**src/hdl/periodic_message_scheduler_top_assert.svh**
```systemverilog
// assertion macros for the periodic message scheduler
// expects clk and rst_n in the scope of each use
`ifndef PERIODIC_MESSAGE_SCHEDULER_TOP_ASSERT_SVH
`define PERIODIC_MESSAGE_SCHEDULER_TOP_ASSERT_SVH

// same-cycle implication
`define PMS_ASSERT_IMP(lbl, pre, post) \
  lbl: assert property (@(posedge clk) disable iff (!rst_n) (pre) |-> (post)) \
    else $error("scheduler assertion failed");

// next-cycle implication
`define PMS_ASSERT_NXT(lbl, pre, post) \
  lbl: assert property (@(posedge clk) disable iff (!rst_n) (pre) |=> (post)) \
    else $error("scheduler assertion failed");

// invariant
`define PMS_ASSERT_ALW(lbl, expr) \
  lbl: assert property (@(posedge clk) disable iff (!rst_n) (expr)) \
    else $error("scheduler assertion failed");

`endif

```
**src/hdl/pms_pkg.sv**
```systemverilog
// types and constants of the periodic message scheduler
// no dependencies
`timescale 1ns / 1ps
`default_nettype none

package pms_pkg;

  localparam int TIME_W = 32;
  localparam int SLOT_W = 5;
  localparam int MASK_W = 20;
  localparam logic [TIME_W-1:0] DELAY_NONE = {TIME_W{1'b1}};

  typedef enum logic {
    FUNC_TICK = 1'b0,
    FUNC_SET  = 1'b1
  } func_t;

  typedef struct packed {
    logic              func;
    logic [SLOT_W-1:0] slot;
    logic [TIME_W-1:0] period_ms;
    logic [TIME_W-1:0] now_ms;
    logic [MASK_W-1:0] accept_mask;
  } in_item_t;

  typedef struct packed {
    logic [SLOT_W-1:0] fired_slot;
    logic              fired;
    logic              sent_ok;
    logic [TIME_W-1:0] next_delay_ms;
    logic              last;
  } out_item_t;

  // controller to datapath
  typedef struct packed {
    logic cap;
    logic pwrite;
    logic rd;
    logic sub;
    logic eval;
    logic inc;
    logic load_ack;
    logic load_fire;
    logic load_fin;
  } cmd_t;

  // datapath to controller
  typedef struct packed {
    logic set_req;
    logic can_load;
    logic fire;
    logic idx_last;
  } status_t;

endpackage

`default_nettype wire

```
**src/hdl/pms_dp.sv**
```systemverilog
// datapath: slot tables, elapsed/delay arithmetic, minimum and output register
// depends on pms_pkg
`timescale 1ns / 1ps
`default_nettype none

module pms_dp
  import pms_pkg::*;
#(
  parameter int NUM_SLOTS = 20
) (
  input  wire logic      clk,
  input  wire logic      rst_n,
  input  wire in_item_t  in_data,
  input  wire cmd_t      cmd,
  output status_t        status,
  input  wire logic      out_ready,
  output logic           out_valid,
  output out_item_t      out_data
);

  localparam int IDX_W = (NUM_SLOTS > 1) ? $clog2(NUM_SLOTS) : 1;

  in_item_t            in_r;
  logic [TIME_W-1:0]   pmem [NUM_SLOTS];
  logic [TIME_W-1:0]   lmem [NUM_SLOTS];
  logic [NUM_SLOTS-1:0] pvalid_r;
  logic [NUM_SLOTS-1:0] lvalid_r;
  logic [TIME_W-1:0]   p_rd_r;
  logic [TIME_W-1:0]   l_rd_r;
  logic [TIME_W-1:0]   elapsed_r;
  logic [TIME_W-1:0]   d_r;
  logic                dv_r;
  logic [TIME_W-1:0]   min_r;
  logic [TIME_W-1:0]   min_nxt;
  logic                fire_r;
  logic                ok_r;
  logic [IDX_W-1:0]    idx_r;
  logic                out_valid_r;
  out_item_t           out_r;

  logic [IDX_W+SLOT_W-1:0] slot_ext;
  logic [IDX_W+SLOT_W-1:0] idx_ext;
  logic                    slot_in_range;
  logic [MASK_W-1:0]       acc_sh;
  logic                    fire;
  logic                    ok;
  logic                    enabled;
  logic [TIME_W-1:0]       d_raw;
  logic [TIME_W-1:0]       d_clamp;

  assign slot_ext      = {{IDX_W{1'b0}}, in_r.slot};
  assign idx_ext       = {{SLOT_W{1'b0}}, idx_r};
  assign slot_in_range = slot_ext < (IDX_W+SLOT_W)'(NUM_SLOTS);

  // slots past the mask width shift out to zero, so they are never accepted
  assign acc_sh  = in_r.accept_mask >> idx_r;
  assign ok      = acc_sh[0];
  assign enabled = (p_rd_r != '0);
  assign fire    = enabled && (elapsed_r >= p_rd_r);
  // after an update last equals now, so the delay is the full period
  assign d_raw   = (fire && ok) ? p_rd_r : (p_rd_r - elapsed_r);
  assign d_clamp = d_raw[TIME_W-1] ? '0 : d_raw;

  // running minimum including a delay still in flight from the last evaluation
  assign min_nxt = (dv_r && (d_r < min_r)) ? d_r : min_r;

  assign status.set_req  = (in_data.func == FUNC_SET);
  assign status.can_load = !out_valid_r || out_ready;
  assign status.fire     = fire;
  assign status.idx_last = (idx_r == IDX_W'(NUM_SLOTS - 1));

  assign out_valid = out_valid_r;
  assign out_data  = out_r;

  // tables, written and read in clocked blocks
  always_ff @(posedge clk) begin
    if (cmd.pwrite && slot_in_range) begin
      pmem[slot_ext[IDX_W-1:0]] <= in_r.period_ms;
    end
    if (cmd.eval && fire && ok) begin
      lmem[idx_r] <= in_r.now_ms;
    end
    if (cmd.rd) begin
      p_rd_r <= pvalid_r[idx_r] ? pmem[idx_r] : '0;
      l_rd_r <= lvalid_r[idx_r] ? lmem[idx_r] : '0;
    end
  end

  always_ff @(posedge clk) begin
    if (!rst_n) begin
      pvalid_r    <= '0;
      lvalid_r    <= '0;
      dv_r        <= 1'b0;
      out_valid_r <= 1'b0;
    end else begin
      if (cmd.pwrite && slot_in_range) begin
        pvalid_r[slot_ext[IDX_W-1:0]] <= 1'b1;
      end
      if (cmd.eval && fire && ok) begin
        lvalid_r[idx_r] <= 1'b1;
      end
      dv_r <= cmd.eval && enabled;
      if (cmd.load_ack || cmd.load_fire || cmd.load_fin) begin
        out_valid_r <= 1'b1;
      end else if (out_ready) begin
        out_valid_r <= 1'b0;
      end
    end
  end

  always_ff @(posedge clk) begin
    if (cmd.cap) begin
      in_r  <= in_data;
      idx_r <= '0;
      min_r <= DELAY_NONE;
    end else begin
      if (cmd.inc) begin
        idx_r <= idx_r + IDX_W'(1);
      end
      min_r <= min_nxt;
    end
    if (cmd.sub) begin
      elapsed_r <= in_r.now_ms - l_rd_r;
    end
    if (cmd.eval) begin
      fire_r <= fire;
      ok_r   <= ok;
      d_r    <= d_clamp;
    end
    if (cmd.load_ack) begin
      out_r.fired_slot    <= in_r.slot;
      out_r.fired         <= 1'b0;
      out_r.sent_ok       <= 1'b0;
      out_r.next_delay_ms <= '0;
      out_r.last          <= 1'b1;
    end else if (cmd.load_fire) begin
      out_r.fired_slot    <= idx_ext[SLOT_W-1:0];
      out_r.fired         <= fire_r;
      out_r.sent_ok       <= ok_r;
      out_r.next_delay_ms <= '0;
      out_r.last          <= 1'b0;
    end else if (cmd.load_fin) begin
      out_r.fired_slot    <= '0;
      out_r.fired         <= 1'b0;
      out_r.sent_ok       <= 1'b0;
      out_r.next_delay_ms <= min_nxt;
      out_r.last          <= 1'b1;
    end
  end

endmodule

`default_nettype wire

```
**src/hdl/pms_ctrl.sv**
```systemverilog
// controller: sequences set-period items and the slot walk of a tick
// depends on pms_pkg
`timescale 1ns / 1ps
`default_nettype none

module pms_ctrl
  import pms_pkg::*;
(
  input  wire logic    clk,
  input  wire logic    rst_n,
  input  wire logic    in_valid,
  output logic         in_ready,
  input  wire status_t status,
  output cmd_t         cmd
);

  typedef enum logic [2:0] {
    S_IDLE,
    S_ACK,
    S_RD,
    S_SUB,
    S_EVAL,
    S_OUT,
    S_FIN
  } state_t;

  state_t state_r;
  state_t state_nxt;

  assign in_ready = (state_r == S_IDLE);

  always_comb begin
    cmd       = '0;
    state_nxt = state_r;
    case (state_r)
      S_IDLE: begin
        if (in_valid) begin
          cmd.cap   = 1'b1;
          state_nxt = status.set_req ? S_ACK : S_RD;
        end
      end
      S_ACK: begin
        if (status.can_load) begin
          cmd.pwrite   = 1'b1;
          cmd.load_ack = 1'b1;
          state_nxt    = S_IDLE;
        end
      end
      S_RD: begin
        cmd.rd    = 1'b1;
        state_nxt = S_SUB;
      end
      S_SUB: begin
        cmd.sub   = 1'b1;
        state_nxt = S_EVAL;
      end
      S_EVAL: begin
        cmd.eval = 1'b1;
        if (status.fire) begin
          state_nxt = S_OUT;
        end else begin
          cmd.inc   = !status.idx_last;
          state_nxt = status.idx_last ? S_FIN : S_RD;
        end
      end
      S_OUT: begin
        if (status.can_load) begin
          cmd.load_fire = 1'b1;
          cmd.inc       = !status.idx_last;
          state_nxt     = status.idx_last ? S_FIN : S_RD;
        end
      end
      S_FIN: begin
        // the minimum is taken from min_nxt, which still adds in the delay registered by the last evaluation
        if (status.can_load) begin
          cmd.load_fin = 1'b1;
          state_nxt    = S_IDLE;
        end
      end
      default: begin
        state_nxt = S_IDLE;
      end
    endcase
  end

  always_ff @(posedge clk) begin
    if (!rst_n) begin
      state_r <= S_IDLE;
    end else begin
      state_r <= state_nxt;
    end
  end

endmodule

`default_nettype wire

```
**src/hdl/periodic_message_scheduler_top.sv**
```systemverilog
// set-period item: accepted, then the period written and the acknowledgment loaded once the output register has room.
// tick item: per slot a table read, the elapsed time and a compare, plus a result load per fired slot,
// after the accept and before the final result that carries the minimum delay.
// one item at a time; the next item is taken while the last result waits in the output register.
// synchronous active-low reset disables all slots and zeroes all last-sent times at once.
`timescale 1ns / 1ps
`default_nettype none

`include "periodic_message_scheduler_top_assert.svh"

module periodic_message_scheduler_top
  import pms_pkg::*;
#(
  parameter int NUM_AXES          = 2,
  parameter int CHANNELS_PER_AXIS = 10
) (
  input  wire logic     clk,
  input  wire logic     rst_n,
  input  wire logic     in_valid,
  output logic          in_ready,
  input  wire in_item_t in_data,
  output logic          out_valid,
  input  wire logic     out_ready,
  output out_item_t     out_data
);

  localparam int NUM_SLOTS = NUM_AXES * CHANNELS_PER_AXIS;

  cmd_t    cmd;
  status_t status;

  pms_ctrl u_ctrl (
    .clk      (clk),
    .rst_n    (rst_n),
    .in_valid (in_valid),
    .in_ready (in_ready),
    .status   (status),
    .cmd      (cmd)
  );

  pms_dp #(
    .NUM_SLOTS (NUM_SLOTS)
  ) u_dp (
    .clk       (clk),
    .rst_n     (rst_n),
    .in_data   (in_data),
    .cmd       (cmd),
    .status    (status),
    .out_ready (out_ready),
    .out_valid (out_valid),
    .out_data  (out_data)
  );

  `PMS_ASSERT_NXT(a_busy_after_accept, in_valid && in_ready, !in_ready)
  `PMS_ASSERT_IMP(a_load_needs_room, cmd.load_ack || cmd.load_fire || cmd.load_fin, status.can_load)
  `PMS_ASSERT_ALW(a_one_load, $onehot0({cmd.load_ack, cmd.load_fire, cmd.load_fin}))
  `PMS_ASSERT_NXT(a_fire_result_shape, cmd.load_fire, out_valid && !out_data.last && out_data.fired)

endmodule

`default_nettype wire

```
**config.mk**
```make
export PLATFORM = sky130hd
export DESIGN_NAME = periodic_message_scheduler_top
export DESIGN_NICKNAME = d
export VERILOG_FILES = /design/src/hdl/pms_pkg.sv /design/src/hdl/pms_dp.sv /design/src/hdl/pms_ctrl.sv /design/src/hdl/periodic_message_scheduler_top.sv
export VERILOG_INCLUDE_DIRS = /design/src /design/src/hdl
export SDC_FILE = /design/constraint.sdc
export NUM_CORES = 2
export LEC_CHECK = 0
export ABC_AREA = 1
export BUFFER_PORTS_ARGS = -buffer_cell sky130_fd_sc_hd__buf_2
export CAP_MARGIN = 20
export CORE_AREA = 2 2 387 389
export DETAILED_ROUTE_END_ITERATION = 7
export DIE_AREA = 0 0 389 391
export PLACE_DENSITY = 0.59
export SYNTH_ARGS = -nofsm -noshare
export SYNTH_HDL_FRONTEND = slang
export SYNTH_SLANG_ARGS = --single-unit
```
**constraint.sdc**
```tcl
create_clock -name clk -period 6.6 [get_ports clk]
set_input_delay 0.66 -clock clk [delete_from_list [all_inputs] [get_ports clk]]
set_output_delay 0.66 -clock clk [all_outputs]
set_load 0.02 [all_outputs]
```
==> flow_summary.rst <==
.. list-table::
   :header-rows: 1

   * - Metric
     - Value
   * - Stages on the worst setup path
     - 9
   * - Skew final
     - 62.4 ps
   * - Post-DRT Antenna Nets
     - 0
   * - Count of instances resized after the clock tree is built
     - 0
   * - Count of antenna diodes in the layout
     - 0
   * - Initial Utilization
     - 44.5%
   * - Part of the power in combinational logic
     - 8.7%
   * - Total count of hold-check failures in the final report
     - 0
   * - Worst VDD drop
     - 248 uV
   * - Total of warnings raised by yosys
     - 0
   * - Initial DRC Count
     - 4206
   * - Most used cell along the critical path
     - sky130_fd_sc_hd__buf_12
   * - Fin crit period
     - 4340 ps
   * - Vias in the first global route
     - 41386
   * - Pins over their slew limit
     - 0
   * - GR Overflow Total
     - 0
   * - Count of buffers from port buffering
     - 135
   * - Type of the worst setup path
     - reg2reg
   * - Half-perimeter wire length after placement
     - 106000 um
   * - Setup violation total in the final timing report
     - 0
   * - Hold Buf Count CTS
     - 69
   * - Pin count of the biggest net entering global routing
     - 178
   * - Layout area overhead
     - 14.1%
   * - Crit share post-route
     - 65.8%
   * - Max_slew headroom
     - 19.3%
   * - Proportion of layout cells with a drive suffix above 1
     - 9.33%
   * - Sequential share of the synthesized area
     - 71.8%
   * - Adder and majority cell fraction of the synthesized area
     - 1.90%
   * - Clock insertion delay at the later pin of the skew report
     - 840 ps
   * - Share of total power in the clock network
     - 39.6%
   * - Detailed-route DRC error count
     - 0
   * - Area share of and/or/nand/nor cells after synthesis
     - 10.6%
   * - Count of fill cells added during filler insertion
     - 12832
   * - Critical path endpoint category
     - flip-flop
   * - Floorplan die height
     - 391 um
   * - Worst Path Max Fanout
     - 177
   * - Largest stage delay, worst path
     - 820 ps
   * - Max-cap violation count
     - 0
   * - Highest-delay cell along the critical path
     - sky130_fd_sc_hd__dfxtp_4
   * - Via Count
     - 43596
   * - Worst hold path class
     - in2reg
   * - Result of the run
     - finished clean
   * - Top flip-flop cell by instance count after synthesis
     - sky130_fd_sc_hd__edfxtp_1
   * - Launch point of the worst hold path
     - in_data[55]
   * - Timing-limited maximum frequency
     - 230 MHz
   * - Total power per unit cell area
     - 307 nW/um2
   * - Clock tree buffer depth
     - 3
   * - Number of antenna violations at the first check in global routing
     - 8
   * - Area enclosed by the die boundary
     - 152000 um2
   * - Dominant cell by count in the synthesized netlist
     - sky130_fd_sc_hd__edfxtp_1
   * - Cells after synthesis
     - 5479
   * - Hold-critical path depth
     - 1
   * - Number of synthesized flops with an enable pin
     - 1503
   * - Number of search-and-repair iterations in the first detailed-routing pass
     - 6
   * - Switching fraction of total power
     - 24.8%
   * - H-Tree Depth
     - 4
   * - Arrival @ worst endpoint
     - 4810 ps
   * - Avg Synthesized Cell Area
     - 12.1 um2
   * - Cell type with the largest total area after synthesis
     - sky130_fd_sc_hd__edfxtp_1
   * - Yosys cell types
     - 47
   * - Commonest cells in the netlist
     - sky130_fd_sc_hd__edfxtp_1, sky130_fd_sc_hd__nor2_1, sky130_fd_sc_hd__o21ai_0
   * - TritonCTS clock tree
     - done
   * - Required time at the endpoint of the critical path
     - 7060 ps
   * - Die span in x
     - 389 um
   * - Setup slack, reg-to-reg
     - 2260 ps
   * - Total leakage power
     - 26.5 nW
   * - Top cell family by delay on the critical path
     - compound AO/OA/AOI/OAI gates
   * - Yosys top cell area share
     - 68.2%
   * - Cell area after technology mapping
     - 66100 um2
   * - Post-Syn Nets
     - 5672
   * - Cell chosen for the clock root
     - sky130_fd_sc_hd__clkbuf_16
   * - Post-CTS Setup Inserts
     - 0
   * - Share of cell area taken by muxes after synthesis
     - 0%
   * - Utilization after layout
     - 50.8%
   * - Synthesized flop and latch total
     - 1620
   * - Clock buffers created by TritonCTS
     - 167
   * - Via-to-Cell Ratio
     - 5.63
   * - Net total in the final layout
     - 5855
   * - Cells traversed along the worst timing path
     - inv_8 > buf_12 > buf_12 > o21ai_0 > o22ai_1 > nand2_1 > nand3_1 > a221oi_1 > nor2_1
   * - Fin Setup TNS
     - 0 ps
   * - I/O Pins
     - 136
   * - Count of standard-cell rows
     - 142
   * - Routed length per instance
     - 23.2 um
   * - Clock tree sinks
     - 1620
   * - Compound-gate portion of the synthesized area
     - 11.6%
   * - Proportion of register bits with asynchronous set or reset after synthesis
     - 0%
   * - Part of the power in registers
     - 51.7%
   * - Internal power component
     - 17.4 mW
   * - Main area contributors after synthesis
     - sky130_fd_sc_hd__edfxtp_1, sky130_fd_sc_hd__o21ai_0, sky130_fd_sc_hd__nor2_1, sky130_fd_sc_hd__dfxtp_1, sky130_fd_sc_hd__nand2_1
   * - Core area
     - 149000 um2
   * - Parity-gate share of the synthesized area counting xor and xnor cells
     - 0.622%
   * - Switching power
     - 5.73 mW
   * - Reg-to-reg endpoint
     - u_dp.p_rd_r[2]
   * - Transition time at the pin with the least slew margin
     - 1210 ps
   * - Unrepaired setup endpoints after global routing
     - false
   * - Worst setup SP type
     - flip-flop
   * - Clock transition at the registers of the reported paths
     - 60 ps
   * - GRT Resource Usage Total
     - 23.4%
   * - Dominant combinational cell family by area after synthesis
     - compound AO/OA/AOI/OAI gates
   * - Final weighted congestion in routability-driven placement
     - 0.959
   * - Startpoint of the worst register-to-register path
     - u_dp.idx_r[0]
   * - CP startpoint
     - u_dp.idx_r[0]
   * - Overall routed net length
     - 180000 um
   * - Wire length of the first global-routing pass
     - 268000 um
   * - WP buf/inv
     - 3
   * - Cells on worst reg2reg path
     - 9
   * - End point of the critical path
     - u_dp.p_rd_r[2]
-- logic make-up after synthesis --
family                   Yosys count
AND/OR/NAND/NOR                 1769
flip-flops                      1620
AO/OA/AOI/OAI                   1374
buffers and inverters            570
adder cells (fa/ha/maj)           99
XOR/XNOR                          47
-- flip-flops by register name, summed over array words and instances (netlist names) --
| register | flops |
|---|---|
| u_dp.out_data | 40 |
| u_dp.idx_r | 5 |
| u_dp.p_rd_r | 32 |
| u_dp.fire_r | 1 |
| u_dp.out_valid | 1 |
| u_dp.in_r | 89 |
| u_dp.lmem | 640 |
| u_dp.dv_r | 1 |
| u_dp.min_r | 32 |
| u_dp.pmem | 640 |
| u_ctrl.state_r | 3 |
| u_dp.d_r | 31 |
| u_dp.lvalid_r | 20 |
| u_dp.pvalid_r | 20 |
| u_dp.l_rd_r | 32 |
| u_dp.elapsed_r | 32 |
| u_dp.ok_r | 1 |
-- worst min-delay path by stage --
stage               slack, ps                 to
floorplan                 430  u_dp.lvalid_r[10]
global placement          440   u_dp.out_data[0]
detailed placement        440   u_dp.out_data[0]
CTS                         2      u_dp.in_r[42]
global route               30      u_dp.in_r[55]
finish                     60      u_dp.in_r[55]
-- power groups by stage --
stage          combinational, mW  clock (mW)  sequential [mW]
2_1_floorplan               1.12           0             12.2
3_3_place_gp                1.98           0             12.2
3_5_place_dp                1.98           0             12.2
4_1_cts                     2.02        9.33             12.0
5_1_grt                     2.22        9.71             12.0
6_report                    2.02        9.16             12.0
-- final cells by class --
cell class / count / area (um2) / share of cell area (%)
multi-input combinational: 3289 / 16700 / 22.1
inverter: 270 / 1030 / 1.37
tap: 1944 / 2430 / 3.22
timing repair buffer: 314 / 2470 / 3.27
clock buffer: 220 / 4520 / 5.99
clock inverter: 85 / 798 / 1.06
sequential: 1620 / 47500 / 62.9
-- per-layer routing --
metal | vias up | wire [um] | global-route usage (%) | share of wire (%)
li1 | 20195 | - | - | -
met1 | 21692 | 79700 | 33.1 | 44
met2 | 1460 | 84600 | 37.5 | 47
met3 | 245 | 10900 | 3.53 | 6.1
met4 | 4 | 4500 | 6.69 | 2.5
met5 | - | 34 | 0 | 0.019
-- through the flow --
step | cell area (um2) | power, mW | worst slack (ps) | hold WS [ps] | instances
2_1_floorplan | 66100 | 13.3 | 216 | 435 | 5479
3_3_place_gp | 69100 | 14.1 | 2410 | 438 | 7355
3_5_place_dp | 69200 | 14.2 | 2340 | 442 | 7359
4_1_cts | 75200 | 23.3 | 2360 | 1.99 | 7733
5_1_grt | 75400 | 23.9 | 2090 | 26.0 | 7742
6_report | 75400 | 23.1 | 2260 | 60.7 | 7742
-- layout by cell type (no fill, tap or decap), types with 114 or more instances in the layout --
master                      netlist  final
sky130_fd_sc_hd__buf_2           59    135
sky130_fd_sc_hd__nor2_1         959    922
sky130_fd_sc_hd__a21oi_1        116    116
sky130_fd_sc_hd__o22ai_1        330    330
sky130_fd_sc_hd__nand2_1        582    582
sky130_fd_sc_hd__edfxtp_1      1503   1503
sky130_fd_sc_hd__inv_1          262    260
sky130_fd_sc_hd__dfxtp_1        117    114
sky130_fd_sc_hd__nand3_1        155    155
sky130_fd_sc_hd__o21ai_0        811    811
sky130_fd_sc_hd__clkbuf_16        0    170
Note: power is estimated with default switching activity, not from simulation.
